--- src/sv/fpba_pkg.sv ---
`timescale 1ns / 1ps

package fpba_pkg;

  localparam int NUM_BLOCKS = 16;
  localparam int SIZE_BITS  = 16;
  localparam int IDX_W      = $clog2(NUM_BLOCKS);
  localparam int CNT_W      = IDX_W + 1;
  localparam int SLOT_W     = 4;
  localparam int POLICY_W   = 2;
  localparam int COUNT_W    = 5;
  localparam int CFG_DATA_W = 5;
  localparam int CFG_IDX_W  = 1;

  // Fit policy codes.
  localparam logic [POLICY_W-1:0] POL_FIRST = 2'd0;
  localparam logic [POLICY_W-1:0] POL_BEST  = 2'd1;
  localparam logic [POLICY_W-1:0] POL_WORST = 2'd2;

  // Configuration register indexes.
  localparam logic [CFG_IDX_W-1:0] REG_FIT_POLICY  = 1'd0;
  localparam logic [CFG_IDX_W-1:0] REG_BLOCK_COUNT = 1'd1;

  // Item modes.
  localparam logic MODE_LOAD    = 1'b0;
  localparam logic MODE_REQUEST = 1'b1;

  typedef logic [SIZE_BITS-1:0] size_t;
  typedef logic [IDX_W-1:0]     idx_t;
  typedef logic [CNT_W-1:0]     cnt_t;

  typedef struct packed {
    logic  used;
    size_t size;
  } entry_t;

  typedef struct packed {
    logic   we;
    idx_t   waddr;
    entry_t wdata;
    idx_t   raddr;
  } mem_req_t;

endpackage

--- src/sv/fpba_if.sv ---
`timescale 1ns / 1ps

interface fpba_in_if;
  import fpba_pkg::*;
  logic              valid;
  logic              ready;
  logic              mode;
  logic [SLOT_W-1:0] block_slot;
  size_t             size_value;

  modport source (output valid, mode, block_slot, size_value, input ready);
  modport sink (input valid, mode, block_slot, size_value, output ready);
endinterface

interface fpba_out_if;
  import fpba_pkg::*;
  logic valid;
  logic ready;
  logic granted;
  idx_t chosen_block;

  modport source (output valid, granted, chosen_block, input ready);
  modport sink (input valid, granted, chosen_block, output ready);
endinterface

--- src/sv/fit_policy_block_allocator_core.sv ---
`timescale 1ns / 1ps

// A load transaction is written in the cycle it is accepted. A request scans
// min(block_count, 16) blocks, one per cycle; ST_LAST then tests the last entry read and
// ST_FIN loads the result into the output register. A zero count or undefined policy goes
// straight to ST_FIN. Loads are taken every cycle while idle; a request closes the input
// until its result is loaded. A result held by the receiver stalls the next one.
// Reset (synchronous, rst_n low): policy first fit, block count 16, all blocks size zero
// and unused, no result pending.
module fit_policy_block_allocator_core (
  input  logic                              clk,
  input  logic                              rst_n,
  fpba_in_if.sink                           in_ch,
  fpba_out_if.source                        out_ch,
  input  logic                              cfg_we,
  input  logic [fpba_pkg::CFG_IDX_W-1:0]    cfg_index,
  input  logic [fpba_pkg::CFG_DATA_W-1:0]   cfg_wdata
);
  import fpba_pkg::*;

  // Configuration registers. They must only be written while the block is idle (the user's
  // rule; the block does not enforce it), so the controller reads them directly during a scan.
  logic [POLICY_W-1:0] fit_policy_r;
  logic [COUNT_W-1:0]  block_count_r;

  always_ff @(posedge clk) begin
    if (!rst_n) begin
      fit_policy_r  <= POL_FIRST;
      block_count_r <= COUNT_W'(NUM_BLOCKS);
    end else if (cfg_we) begin
      case (cfg_index)
        REG_FIT_POLICY:  fit_policy_r  <= cfg_wdata[POLICY_W-1:0];
        REG_BLOCK_COUNT: block_count_r <= cfg_wdata[COUNT_W-1:0];
        default: ;
      endcase
    end
  end

  // The block table holds each block's remaining size and its used mark in one
  // entry. The controller scans it one entry per cycle, keeps the best
  // candidate so far, and writes the chosen entry back when the result is
  // loaded into the output register.
  mem_req_t mem_req;
  entry_t   mem_rd;

  fpba_mem u_mem (
    .clk     (clk),
    .rst_n   (rst_n),
    .req     (mem_req),
    .rd_data (mem_rd)
  );

  fpba_ctrl u_ctrl (
    .clk         (clk),
    .rst_n       (rst_n),
    .fit_policy  (fit_policy_r),
    .block_count (block_count_r),
    .in_ch       (in_ch),
    .out_ch      (out_ch),
    .mem_req     (mem_req),
    .mem_rd      (mem_rd)
  );

`ifndef ASSERT_OFF
  // A request occupies the scan, so the input closes right after it.
  a_req_blocks: assert property (@(posedge clk) disable iff (!rst_n)
    in_ch.valid && in_ch.ready && in_ch.mode == MODE_REQUEST |=> !in_ch.ready)
    else $error("input still open after a request was accepted");

  // A load is finished in its own cycle and never stalls the input.
  a_load_open: assert property (@(posedge clk) disable iff (!rst_n)
    in_ch.valid && in_ch.ready && in_ch.mode == MODE_LOAD |=> in_ch.ready)
    else $error("input closed after a load");

  // A refusal always reports block zero.
  a_refusal_zero: assert property (@(posedge clk) disable iff (!rst_n)
    out_ch.valid && !out_ch.granted |-> out_ch.chosen_block == '0)
    else $error("refused request reports a nonzero block");

  // A granted block lies inside the searched range.
  a_in_range: assert property (@(posedge clk) disable iff (!rst_n)
    out_ch.valid && out_ch.granted |->
      COUNT_W'(out_ch.chosen_block) < block_count_r)
    else $error("granted block outside the searched range");
`endif

endmodule

--- src/sv/fpba_mem.sv ---
`timescale 1ns / 1ps

module fpba_mem (
  input  logic              clk,
  input  logic              rst_n,
  input  fpba_pkg::mem_req_t req,
  output fpba_pkg::entry_t   rd_data
);
  import fpba_pkg::*;

  entry_t                mem [NUM_BLOCKS];
  logic [NUM_BLOCKS-1:0] vld_r;
  entry_t                rd_q_r;
  logic                  rd_vld_r;

  // An entry never loaded reads as size zero, unused.
  always_ff @(posedge clk) begin
    if (req.we) begin
      mem[req.waddr] <= req.wdata;
    end
    rd_q_r <= mem[req.raddr];
  end

  always_ff @(posedge clk) begin
    if (!rst_n) begin
      vld_r    <= '0;
      rd_vld_r <= 1'b0;
    end else begin
      if (req.we) begin
        vld_r[req.waddr] <= 1'b1;
      end
      rd_vld_r <= vld_r[req.raddr];
    end
  end

  assign rd_data = rd_vld_r ? rd_q_r : '0;

endmodule

--- src/sv/fpba_ctrl.sv ---
`timescale 1ns / 1ps

module fpba_ctrl (
  input  logic                            clk,
  input  logic                            rst_n,
  input  logic [fpba_pkg::POLICY_W-1:0]   fit_policy,
  input  logic [fpba_pkg::COUNT_W-1:0]    block_count,
  fpba_in_if.sink                         in_ch,
  fpba_out_if.source                      out_ch,
  output fpba_pkg::mem_req_t              mem_req,
  input  fpba_pkg::entry_t                mem_rd
);
  import fpba_pkg::*;

  localparam logic [1:0] ST_IDLE = 2'd0;
  localparam logic [1:0] ST_SCAN = 2'd1;
  localparam logic [1:0] ST_LAST = 2'd2;
  localparam logic [1:0] ST_FIN  = 2'd3;

  logic [1:0] state_r, state_nxt;
  cnt_t       cnt_r, cnt_nxt;
  cnt_t       lim_r, lim_nxt;
  logic       pend_r, pend_nxt;
  idx_t       pend_idx_r, pend_idx_nxt;
  size_t      req_r, req_nxt;
  logic       found_r, found_nxt;
  idx_t       pick_r, pick_nxt;
  size_t      best_sz_r, best_sz_nxt;
  logic       best_used_r, best_used_nxt;
  logic       out_valid_r, out_valid_nxt;
  logic       out_granted_r, out_granted_nxt;
  idx_t       out_block_r, out_block_nxt;

  logic       accept;
  logic       out_free;
  logic       take;
  logic       fits;
  logic       policy_ok;
  cnt_t       lim_in;

  assign accept    = in_ch.valid && in_ch.ready;
  assign out_free  = !out_valid_r || out_ch.ready;
  assign policy_ok = fit_policy inside {POL_FIRST, POL_BEST, POL_WORST};
  assign lim_in    = (block_count > COUNT_W'(NUM_BLOCKS)) ? CNT_W'(NUM_BLOCKS)
                                                          : CNT_W'(block_count);

  // Candidate test on the entry returned by the memory this cycle.
  assign fits = (mem_rd.size >= req_r);
  always_comb begin
    take = 1'b0;
    case (fit_policy)
      POL_FIRST: take = fits && !found_r;
      POL_BEST:  take = fits && !mem_rd.used && (!found_r || mem_rd.size < best_sz_r);
      POL_WORST: take = fits && (!found_r || mem_rd.size > best_sz_r);
      default:   take = 1'b0;
    endcase
  end

  always_comb begin
    state_nxt     = state_r;
    cnt_nxt       = cnt_r;
    lim_nxt       = lim_r;
    pend_nxt      = 1'b0;
    pend_idx_nxt  = pend_idx_r;
    req_nxt       = req_r;
    found_nxt     = found_r;
    pick_nxt      = pick_r;
    best_sz_nxt   = best_sz_r;
    best_used_nxt = best_used_r;
    out_valid_nxt = out_valid_r && !out_ch.ready;
    out_granted_nxt = out_granted_r;
    out_block_nxt = out_block_r;
    mem_req       = '0;

    if (pend_r && take) begin
      found_nxt     = 1'b1;
      pick_nxt      = pend_idx_r;
      best_sz_nxt   = mem_rd.size;
      best_used_nxt = mem_rd.used;
    end

    case (state_r)
      ST_IDLE: begin
        if (accept) begin
          if (in_ch.mode == MODE_LOAD) begin
            mem_req.we    = (int'(in_ch.block_slot) < NUM_BLOCKS);
            mem_req.waddr = IDX_W'(in_ch.block_slot);
            mem_req.wdata = '{used: 1'b0, size: in_ch.size_value};
          end else begin
            req_nxt   = in_ch.size_value;
            found_nxt = 1'b0;
            cnt_nxt   = '0;
            lim_nxt   = lim_in;
            if (lim_in == '0 || !policy_ok) begin
              state_nxt = ST_FIN;
            end else begin
              state_nxt = ST_SCAN;
            end
          end
        end
      end
      ST_SCAN: begin
        mem_req.raddr = cnt_r[IDX_W-1:0];
        pend_nxt      = 1'b1;
        pend_idx_nxt  = cnt_r[IDX_W-1:0];
        cnt_nxt       = cnt_r + 1'b1;
        if (cnt_r == lim_r - 1'b1) begin
          state_nxt = ST_LAST;
        end
      end
      ST_LAST: begin
        state_nxt = ST_FIN;
      end
      ST_FIN: begin
        if (out_free) begin
          mem_req.we    = found_r;
          mem_req.waddr = pick_r;
          if (fit_policy == POL_BEST) begin
            mem_req.wdata = '{used: 1'b1, size: best_sz_r};
          end else begin
            mem_req.wdata = '{used: best_used_r, size: best_sz_r - req_r};
          end
          out_valid_nxt   = 1'b1;
          out_granted_nxt = found_r;
          out_block_nxt   = found_r ? pick_r : '0;
          state_nxt       = ST_IDLE;
        end
      end
      default: state_nxt = ST_IDLE;
    endcase
  end

  always_ff @(posedge clk) begin
    if (!rst_n) begin
      state_r     <= ST_IDLE;
      pend_r      <= 1'b0;
      out_valid_r <= 1'b0;
      found_r     <= 1'b0;
    end else begin
      state_r     <= state_nxt;
      pend_r      <= pend_nxt;
      out_valid_r <= out_valid_nxt;
      found_r     <= found_nxt;
    end
  end

  always_ff @(posedge clk) begin
    cnt_r         <= cnt_nxt;
    lim_r         <= lim_nxt;
    pend_idx_r    <= pend_idx_nxt;
    req_r         <= req_nxt;
    pick_r        <= pick_nxt;
    best_sz_r     <= best_sz_nxt;
    best_used_r   <= best_used_nxt;
    out_granted_r <= out_granted_nxt;
    out_block_r   <= out_block_nxt;
  end

  assign in_ch.ready         = (state_r == ST_IDLE);
  assign out_ch.valid        = out_valid_r;
  assign out_ch.granted      = out_granted_r;
  assign out_ch.chosen_block = out_block_r;

endmodule
--- src/flat_wrapper.sv ---
// flat-port wrapper written by rule: the top's interface ports become plain ports
module fit_policy_block_allocator_core_flat import fpba_pkg::*;
  (clk, rst_n, cfg_we, cfg_index, cfg_wdata, in_ch_valid, in_ch_mode, in_ch_block_slot, in_ch_size_value, in_ch_ready, out_ch_valid, out_ch_granted, out_ch_chosen_block, out_ch_ready);
  fpba_in_if in_ch_i ();
  fpba_out_if out_ch_i ();
  input  logic clk;
  input  logic rst_n;
  input  logic cfg_we;
  input  logic [fpba_pkg::CFG_IDX_W-1:0] cfg_index;
  input  logic [fpba_pkg::CFG_DATA_W-1:0] cfg_wdata;
  input wire logic [$bits(in_ch_i.valid)-1:0] in_ch_valid;
  input wire logic [$bits(in_ch_i.mode)-1:0] in_ch_mode;
  input wire logic [$bits(in_ch_i.block_slot)-1:0] in_ch_block_slot;
  input wire logic [$bits(in_ch_i.size_value)-1:0] in_ch_size_value;
  output wire logic [$bits(in_ch_i.ready)-1:0] in_ch_ready;
  output wire logic [$bits(out_ch_i.valid)-1:0] out_ch_valid;
  output wire logic [$bits(out_ch_i.granted)-1:0] out_ch_granted;
  output wire logic [$bits(out_ch_i.chosen_block)-1:0] out_ch_chosen_block;
  input wire logic [$bits(out_ch_i.ready)-1:0] out_ch_ready;
  assign in_ch_i.valid = in_ch_valid;
  assign in_ch_i.mode = in_ch_mode;
  assign in_ch_i.block_slot = in_ch_block_slot;
  assign in_ch_i.size_value = in_ch_size_value;
  assign in_ch_ready = in_ch_i.ready;
  assign out_ch_valid = out_ch_i.valid;
  assign out_ch_granted = out_ch_i.granted;
  assign out_ch_chosen_block = out_ch_i.chosen_block;
  assign out_ch_i.ready = out_ch_ready;
  fit_policy_block_allocator_core u_core (.clk(clk), .rst_n(rst_n), .in_ch(in_ch_i), .out_ch(out_ch_i), .cfg_we(cfg_we), .cfg_index(cfg_index), .cfg_wdata(cfg_wdata));
endmodule
--- config.mk ---
export PLATFORM = sky130hd
export DESIGN_NAME = fit_policy_block_allocator_core_flat
export DESIGN_NICKNAME = d
export VERILOG_FILES = /design/src/sv/fpba_pkg.sv /design/src/sv/fpba_if.sv /design/src/sv/fit_policy_block_allocator_core.sv /design/src/sv/fpba_mem.sv /design/src/sv/fpba_ctrl.sv /design/src/flat_wrapper.sv
export SDC_FILE = /design/constraint.sdc
export NUM_CORES = 1
export LEC_CHECK = 0
export BUFFER_PORTS_ARGS = -buffer_cell sky130_fd_sc_hd__buf_4
export CAP_MARGIN = 20
export CORE_ASPECT_RATIO = 1.25
export CORE_MARGIN = 4
export CORE_UTILIZATION = 45
export DETAILED_ROUTE_END_ITERATION = 7
export PLACE_DENSITY = 0.74
export RECOVER_POWER = 50
export SETUP_SLACK_MARGIN = 0.4
export SKIP_CTS_REPAIR_TIMING = 1
export SYNTH_ARGS = -nofsm -noshare
export SYNTH_HDL_FRONTEND = slang
export SYNTH_SLANG_ARGS = --single-unit
export TNS_END_PERCENT = 20
--- constraint.sdc ---
create_clock -name clk -period 3.71 [get_ports clk]
set_clock_uncertainty 0.1 [all_clocks]
set_input_delay 0.5565 -clock clk [delete_from_list [all_inputs] [get_ports clk]]
set_output_delay 0.5565 -clock clk [all_outputs]
set_load 0.005 [all_outputs]
### Word-level counts from Yosys, hierarchy flattened

Memories as Yosys holds them, arrays and structs flattened. A register that Yosys moved wholly into a read port is not among the register bits.
Cells that the tools add are included.

* logic and storage cells: 99
* register bits after elaboration: 85
* memories: 1
* RAM bits: 272

* bitwise gates (word level): 2
* add/subtract/negate cells: 3
* mux-type cells: 31
* magnitude comparators: 7
* equal/unequal tests: 10
* reductions and logical operators: 28

Memory list
* u_core.u_mem.mem: words 16, width 17, read ports 1, clocked after Yosys merged registers in 1, wr ports 1, line fpba_mem.sv:11 `entry_t mem [NUM_BLOCKS];`

Operator list (count)
* 22-bit 2-to-1 mux: 3
* 22-bit one-hot mux with 2 select lines: 1
* 17-bit 2-to-1 mux: 2
* 16-bit >= comparator: 1
* 16-bit > comparator: 1
* 16-bit less-than comparator: 1
* 16-bit OR: 1
* 16-bit subtractor: 1
* 5-bit 2-to-1 mux: 3
* 1-bit 2-to-1 mux: 11
* 4-bit by 5-bit less-than comparator with 1-bit output, second input constant: 2
* 2-bit 2-to-1 mux: 5
* 5-bit one-hot mux with 2 select lines: 1
* 1-bit logical AND: 8
* 2-bit one-hot mux with 4 select lines: 1
* 2-bit equality test, second input constant: 3
* 2-bit inequality test, second input constant: 3
* 2-bit AND reduction: 3
* 3-bit AND reduction: 2
* 5-bit by 1-bit adder with 5-bit output, second input constant: 1
* 5-bit equality test: 1
* 5-bit > comparator, second input constant: 1
* 1-bit zero test: 5
* 5-bit zero test: 1
* other kinds (14): 19

### Depth between registers and ports, before layout

Gate-level depths: netlist of run 1.

* word-level depth: 10
* depth in mapped cells: 10

### Cells and area by module

Synthesis of run 1 repeated with hierarchy kept, for this count alone.

* cells, all modules: 948
* area total of the unflattened synthesis: 15713.8 sq um

Modules (own cells, without submodules)
* fpba_mem: area each 11344.6 sq um, cells an instance 528, instances 1
* fpba_ctrl: area each 4097.7 sq um, cells an instance 390, instances 1
* fit_policy_block_allocator_core: area each 271.5 sq um, cells an instance 30, instances 1

### Least setup slack after synthesis of run 1

No wires, ideal clock.

* kind: register to register
* start: register u_core.u_mem.rd_vld_r
* end: register u_core.u_ctrl.best_sz_r[0] (enable)
* stages on the path, launching flop included: 10
* arrival time: 3201 ps
* data required time: 3201 ps
* setup slack: -1 ps
* clock period less this slack: 3711 ps
* path buffers: 1
* path through: dfxtp_1 clkbuf_1 and2_1 ha_1 and3_1 a2111oi_0 o21ai_0 a31oi_1 mux2i_1 a2bb2oi_1

RTL lines
* start: declaration: line fpba_mem.sv:14 `logic rd_vld_r;`
* start signal: assignment: line fpba_mem.sv:32 `rd_vld_r <= vld_r[req.raddr];`
* end signal: assignment: line fpba_ctrl.sv:153 `best_sz_r <= best_sz_nxt;`
* end: declaration: line fpba_ctrl.sv:28 `size_t best_sz_r, best_sz_nxt;`

### Worst setup path after layout of run 1

* start: register u_core.u_ctrl.state_r[1]
* end: register, netlist name u_core.u_mem.rd_q_r[7]

* longest elaborated chain between the ends: 2

RTL lines
* start: declaration: line fpba_ctrl.sv:20 `logic [1:0] state_r, state_nxt;`
* start signal: assignment: line fpba_ctrl.sv:140 `state_r <= state_nxt;`
* 2-bit by 1-bit equality test with 1-bit output: line fpba_ctrl.sv:82 `case (state_r)`
* 4-bit 2-to-1 mux: line fpba_ctrl.sv:82

Every way passes these cells.
A chain may end at the register's enable or synchronous reset.

==> results.ini, run 1 <==
[run_status]
status=finished, final reports clean

[sta]
maxSlewHeadroom_pct=9.50
holdWs_ns=0.157
final.setup.tns_ns=0
worst_pin_slew_ns=1.36
achievable-frequency_ghz=0.303
worst_slack_ns=0.412
maxSlewViolCount=0
setup_violations=0
rsz0062_at_grt=false
hold_violations=0
period_minus_slack_ns=3.30
fin_crit_sh_pct=88.9

[worst_setup_path]
critical_path_required_ns=4.01
reg2reg_from=u_core.u_ctrl.state_r[1]$_SDFFE_PN0P_
r2r_end=u_core.u_mem.rd_q_r[7]$_DFF_P_
start_kind=register
critical-path-slowest-cell=clkbuf_2
r2r_slack_ns=0.41
arrival_ns=3.60
path_max_fanout=35
crit_buf_inv=3
worstRegToRegCells=8
end_kind=register
path_cells=inv_1, ha_1, clkbuf_1, nand2_2, clkbuf_2, mux2i_1, o21ai_0, a32o_1
cpLargestDelayFamily=buffers and inverters
crit_type=reg -> reg
cp_slowest_stage_delay_ns=1.02

[min_path]
min_to=u_core.u_ctrl.req_r[2]$_DFFE_PP_
min_path_type=in -> reg
hp-start=in_ch_size_value[2]
holdPathStages=1

[floorplanning]
die_h_um=220
die_w_um=178
core_um2=35600
placementRows=77
start_util_pct=45.7
io_pins=39
die-area_um2=39200

[logic_synthesis]
post-synth-top-area-cell=edfxtp_1
seq_area_frac_synth_pct=66.3
synthArstFlopShare_pct=0
netlist.area_leader.share_pct=60.7
synth_fp_nets=1266
ys.flop_type=edfxtp_1
synth.area.top_cells=edfxtp_1 61%, dfxtp_1 5.7%, mux2_2 5.1%
syn_area_um2=16200
synth_edf_count=328
yosysUniqueCellTypes=62
synth_seq_cells=374
ys_warn_count=0
avgSynthCellArea_um2=13.7
syn_inst=1183

[pwr]
pwr-share-seq_pct=45.3
power_leakage_nw=6.73
powerDensity_nw_per_um2=617
power_frac_comb_pct=22.1
p_int_mw=8.09
peakVddDrop_v=0.000274
swShare_pct=29.1
power.share.clock_pct=32.5
p_sw_mw=3.32
power_mw=11.4

[cts]
cts-htree-levels=2
insertion_delay_ns=0.52
clkSlewWorstSetupHoldPaths_ns=0.06
clk_path_buf_depth=3
cts_sinks=374
root_buffer=clkbuf_16
tritoncts=done
cts_buffers=36

[placement]
dp_cells=1689
pre_cts_slack_ns=0.502
numPortBuffers=38
place_congestion=0.872
dpl.hpwl_mm=25.5
placed_cell_area_um2=17400

[finish]
seq_area_um2=10800
fin_nets=1337
multi_input_area_um2=5140
final_cells=1756
design_area_um2=18500
layout_commonest_cell=edfxtp_1
drive_above_1_share_pct=17.2
fillCellCount=2909
area_delta_synth_final_pct=13.8
final_util_pct=52.0
antenna_cells=0
final_cell_mix=328 x edfxtp_1, 95 x a21oi_1, 85 x o21ai_0

[route]
wirelength_mm=38.7
drt-vias-per-instance=5.82
dr.pass1.iters=5
via_count=10200
drc=0
avgRoutedWirePerCell_um=22.1
drt-initial-drc-count=1057
ant_nets=0

[grt]
antenna_found_initial=0
grt_first_pass_wirelength_mm=59.0
grt_max_degree=81
overflow=0
grt_pass1_vias=10200
grt_use_total_pct=19.5

[job]
max-cap-violations=0

-- sequential cells by signal, indices dropped and copies added, names as in the netlist --
name                               count
u_core.u_mem.mem                     272
u_core.u_mem.rd_q_r                   17
u_core.u_ctrl.best_sz_r               16
u_core.u_ctrl.req_r                   16
u_core.u_mem.vld_r                    16
u_core.block_count_r                   5
u_core.u_ctrl.cnt_r                    5
u_core.u_ctrl.lim_r                    5
u_core.u_ctrl.out_ch.chosen_block      4
u_core.u_ctrl.pend_idx_r               4
u_core.u_ctrl.pick_r                   4
u_core.fit_policy_r                    2
u_core.u_ctrl.state_r                  2
u_core.u_ctrl.best_used_r              1
u_core.u_ctrl.found_r                  1
u_core.u_ctrl.out_ch.granted           1
u_core.u_ctrl.out_ch.valid             1
u_core.u_ctrl.pend_r                   1
u_core.u_mem.rd_vld_r                  1
-- kinds of logic (layout without fill, tap and decap cells) --
logic type | after synthesis | in the layout | synth area share [%]
adder cells (fa/ha/maj) | 53 | 53 | 4.10
AND/OR/NAND/NOR | 199 | 199 | 5.90
XOR/XNOR | 18 | 18 | 0.971
flip-flops | 374 | 374 | 66.3
buffers and inverters | 104 | 203 | 2.46
AO/OA/AOI/OAI | 325 | 325 | 12.9
multiplexers | 110 | 110 | 7.34
-- how the worst max path moves through the flow --
stage                                               start                                    end  slack (ns)  cells after the start
CTS                      u_core.u_mem.rd_vld_r$_SDFF_PN0_  u_core.u_ctrl.best_sz_r[15]$_DFFE_PP_        0.49                      9
floorplan                u_core.u_mem.rd_vld_r$_SDFF_PN0_   u_core.u_ctrl.best_sz_r[0]$_DFFE_PP_        0.52                      9
global route        u_core.u_ctrl.state_r[1]$_SDFFE_PN0P_       u_core.u_mem.mem[7][7]$_DFFE_PP_        0.22                      7
global placement         u_core.u_mem.rd_vld_r$_SDFF_PN0_  u_core.u_ctrl.best_sz_r[15]$_DFFE_PP_        0.61                      9
finish              u_core.u_ctrl.state_r[1]$_SDFFE_PN0P_         u_core.u_mem.rd_q_r[7]$_DFF_P_        0.41                      8
detailed placement       u_core.u_mem.rd_vld_r$_SDFF_PN0_  u_core.u_ctrl.best_sz_r[13]$_DFFE_PP_        0.50                      9
-- power groups by stage --
| stage | Clock (mW) | Combinational (mW) | Sequential [mW] |
|---|---|---|---|
| 2_1_floorplan | 0 | 1.66 | 5.17 |
| 3_3_place_gp | 0 | 2.45 | 5.25 |
| 3_5_place_dp | 0 | 2.51 | 5.26 |
| 4_1_cts | 3.77 | 2.53 | 5.17 |
| 5_1_grt | 3.94 | 2.72 | 5.20 |
| 6_report | 3.71 | 2.53 | 5.17 |
-- synth_stat cells (3+ instances only) --
cell type / instances
a211oi_1: 4
a21boi_0: 5
a21o_1: 8
a21oi_1: 95
a221oi_1: 22
a22o_1: 3
a22oi_1: 23
a31o_2: 3
a31oi_1: 4
a32o_1: 19
a32oi_1: 4
and2_1: 24
and3_1: 6
buf_1: 5
buf_2: 6
clkbuf_1: 47
dfxtp_1: 46
edfxtp_1: 328
ha_1: 50
inv_1: 44
mux2_2: 73
mux2i_1: 37
nand2_1: 62
nand2b_1: 4
nand3_1: 13
nor2_1: 50
nor2b_1: 15
nor3_1: 7
nor4_1: 3
o21a_1: 26
o21ai_0: 86
o31a_1: 3
or3_1: 4
xnor2_1: 12
xor2_1: 6
-- metal layers --
| metal | vias to the layer above | global-route usage (%) | wire length [um] |
|---|---|---|---|
| met2 | 440 | 33.7 | 19500 |
| met5 | - | 0 | 0 |
| met4 | 0 | 6.60 | 1170 |
| met3 | 83 | 2.68 | 2630 |
| li1 | 4674 | - | - |
| met1 | 5026 | 25.4 | 15500 |
-- layout make-up --
type / instances / share of cell area [%]
clock buffers: 46 / 5.30
clock inverters: 20 / 1.17
inverters: 45 / 0.914
multi-input cells: 705 / 27.8
flip-flops and latches: 374 / 58.3
well taps: 474 / 3.21
repair buffers: 92 / 3.35
Power figures use the tool's default switching activity.
==> inputs of run 2 (changes only) <==
Settings changed: CORE_UTILIZATION 45 to 56, PLACE_DENSITY 0.74 to 0.86.
Clock period 3.71 ns to 3 ns, I/O delays scaled along.
==> run 2 against run 1 <==
Against the previous run:
- sequential cell count unchanged
- final cell count down 4.8%
- total power up 24%
- final area up 3.3%
- fmax up 13%
- sequential power up 25%
- register-to-register slack worse by 0.32 ns
- clock power up 14%
- first-iteration DRC count up 38%
- utilization up 15 points
- wire length up 9.4%
==> results.ini, run 2 (synthesis gave the netlist of run 1 again) <==
[pwr]
power_mw=14.2  ; +24%
power_leakage_nw=7.03  ; +4.5%
peakVddDrop_v=0.000405  ; +48%
powerDensity_nw_per_um2=743  ; +20%

[floorplanning]
die_h_um=198  ; -10%
placementRows=69  ; -10%
io_pins=39  ; unchanged
core_um2=28500  ; -20%
die_w_um=160  ; -9.9%
die-area_um2=31800  ; -19%
start_util_pct=57.0  ; +11 points

[sta]
final.setup.tns_ns=0  ; unchanged
achievable-frequency_ghz=0.344  ; +13%
setup_violations=0  ; unchanged
rsz0062_at_grt=true
maxSlewHeadroom_pct=25.1  ; +16 points
worst_slack_ns=0.0932  ; -0.319 ns
period_minus_slack_ns=2.91  ; -0.391 ns
fin_crit_sh_pct=96.9  ; +8.0 points
hold_violations=0  ; unchanged
maxSlewViolCount=0  ; unchanged
worst_pin_slew_ns=1.12  ; -0.234 ns

[finish]
seq_area_um2=10800  ; about the same
multi_input_area_um2=5440  ; +5.9%
largest_reg_flops=272  ; unchanged
reg_top3=u_core.u_mem.mem: 272 flops, u_core.u_mem.rd_q_r: 17 flops
final_cell_mix=328 x edfxtp_1, 90 x a21oi_1, 78 x o21ai_0
largest-register=u_core.u_mem.mem
antenna_cells=0  ; unchanged
drive_above_1_share_pct=22.9  ; +5.6 points
layout_commonest_cell=edfxtp_1
area_delta_synth_final_pct=17.6
fillCellCount=1805  ; -38%
fin_nets=1375  ; +2.8%
final_cells=1672  ; -4.8%

[cts]
cts_sinks=374  ; unchanged
cts_buffers=35  ; -2.8%
clkSlewWorstSetupHoldPaths_ns=0.07  ; about the same
clk_path_buf_depth=3  ; unchanged
root_buffer=clkbuf_16
cts-htree-levels=2  ; unchanged
tritoncts=done
insertion_delay_ns=0.54  ; +0.02 ns

[worst_setup_path]
critical_path_required_ns=3.17  ; -0.84 ns
crit_type=reg -> reg
arrival_ns=3.08  ; -0.52 ns
start_kind=register
end_kind=register
path_max_fanout=8  ; -77%

[route]
wirelength_mm=42.4  ; +9.4%
drc=0  ; unchanged
avgRoutedWirePerCell_um=25.3  ; +15%
via_count=10900  ; +7.1%
ant_nets=0  ; unchanged
dr.pass1.iters=7  ; +2
drt-vias-per-instance=6.55  ; +12%
drt-initial-drc-count=1459  ; +38%

[job]
max-cap-violations=0  ; unchanged

[grt]
overflow=0  ; unchanged
antenna_found_initial=0  ; unchanged
grt_first_pass_wirelength_mm=61.1  ; +3.6%
grt_max_degree=44  ; -46%
grt_use_total_pct=25.1  ; +5.6 points
grt_pass1_vias=10900  ; +7.2%

[placement]
dp_cells=1587  ; -6.0%
pre_cts_slack_ns=-0.107  ; -0.609 ns
dpl.hpwl_mm=25.5  ; about the same
place_congestion=0.985  ; +13%
numPortBuffers=38  ; unchanged

[run_status]
status=finished, final reports clean

[min_path]
min_path_type=in -> reg

==> run 2: changes by cell type in the layout (fill, tap and decap cells not counted), sizes merged, moves of 3 or more <==
cell	change
dlygate4sd3	+4
buf	+39
clkbuf	-7
bufinv	-3
clkinv	+4
inv	-5
==> run 2: routing by layer <==
metal / vias to the layer above / share of wire (%) / global-route usage (%)
met4: 0 / 5.1 / 13.1
met3: 165 / 8.0 / 3.79
met1: 5341 / 36 / 29.7
met5: - / 0 / 0
met2: 675 / 51 / 44.7
li1: 4768 / - / -
==> run 2: worst max-delay path: stages, from the launching register on <==
cell and delay, ns:
edfxtp_1 0.43, ha_4 0.19, fa_2 0.42, nor2b_4 0.14
o31a_1 0.24, clkbuf_1 0.21, o221a_4 0.22, o21a_1 0.15
o21ai_2 0.06, o211ai_1 0.12, a21oi_2 0.08, buf_6 0.14
buf_6 0.14
==> run 2: area by class of cell <==
class                      count  share of cell area [%]
sequential                   374                    56.4
multi-input combinational    707                    28.5
timing repair buffer         129                    6.13
clock buffer                  45                    4.95
tap                          355                    2.33
inverter                      45                   0.884
clock inverter                17                   0.806
==> run 2: power by group <==
group / total, mW / leakage (nW) / switching [mW] / internal, mW
Clock: 4.24 / 0.534 / 1.90 / 2.35
Combinational: 3.50 / 3.06 / 2.14 / 1.36
Sequential: 6.44 / 3.44 / 0.233 / 6.20
Total: 14.2 / 7.03 / 4.27 / 9.91
==> run 2: final timing paths <==
kind / endpoint / cells past startpoint / from / slack, ns
worst min-delay path: u_core.u_ctrl.req_r[3]$_DFFE_PP_ / 1 / in_ch_size_value[3] / 0.04
worst max register to register: u_core.u_mem.mem[7][8]$_DFFE_PP_ / 12 / u_core.u_ctrl.req_r[0]$_DFFE_PP_ / 0.09
worst max-delay path: u_core.u_mem.mem[7][8]$_DFFE_PP_ / 12 / u_core.u_ctrl.req_r[0]$_DFFE_PP_ / 0.09
worst min register to register: u_core.u_ctrl.pick_r[2]$_DFFE_PP_ / 0 / u_core.u_ctrl.pend_idx_r[2]$_DFFE_PP_ / 0.32
==> run 2: metrics by stage <==
| step | hold WS [ns] | util (%) | area, um^2 |
|---|---|---|---|
| CTS | -0.00873 | 65.8 | 18700 |
| global route | 0.0207 | 67.0 | 19100 |
| finish | 0.0385 | 67.0 | 19100 |
| floorplan | 0.300 | - | 16400 |
| global placement | 0.302 | 61.9 | 17600 |
| detailed placement | 0.305 | 61.9 | 17600 |
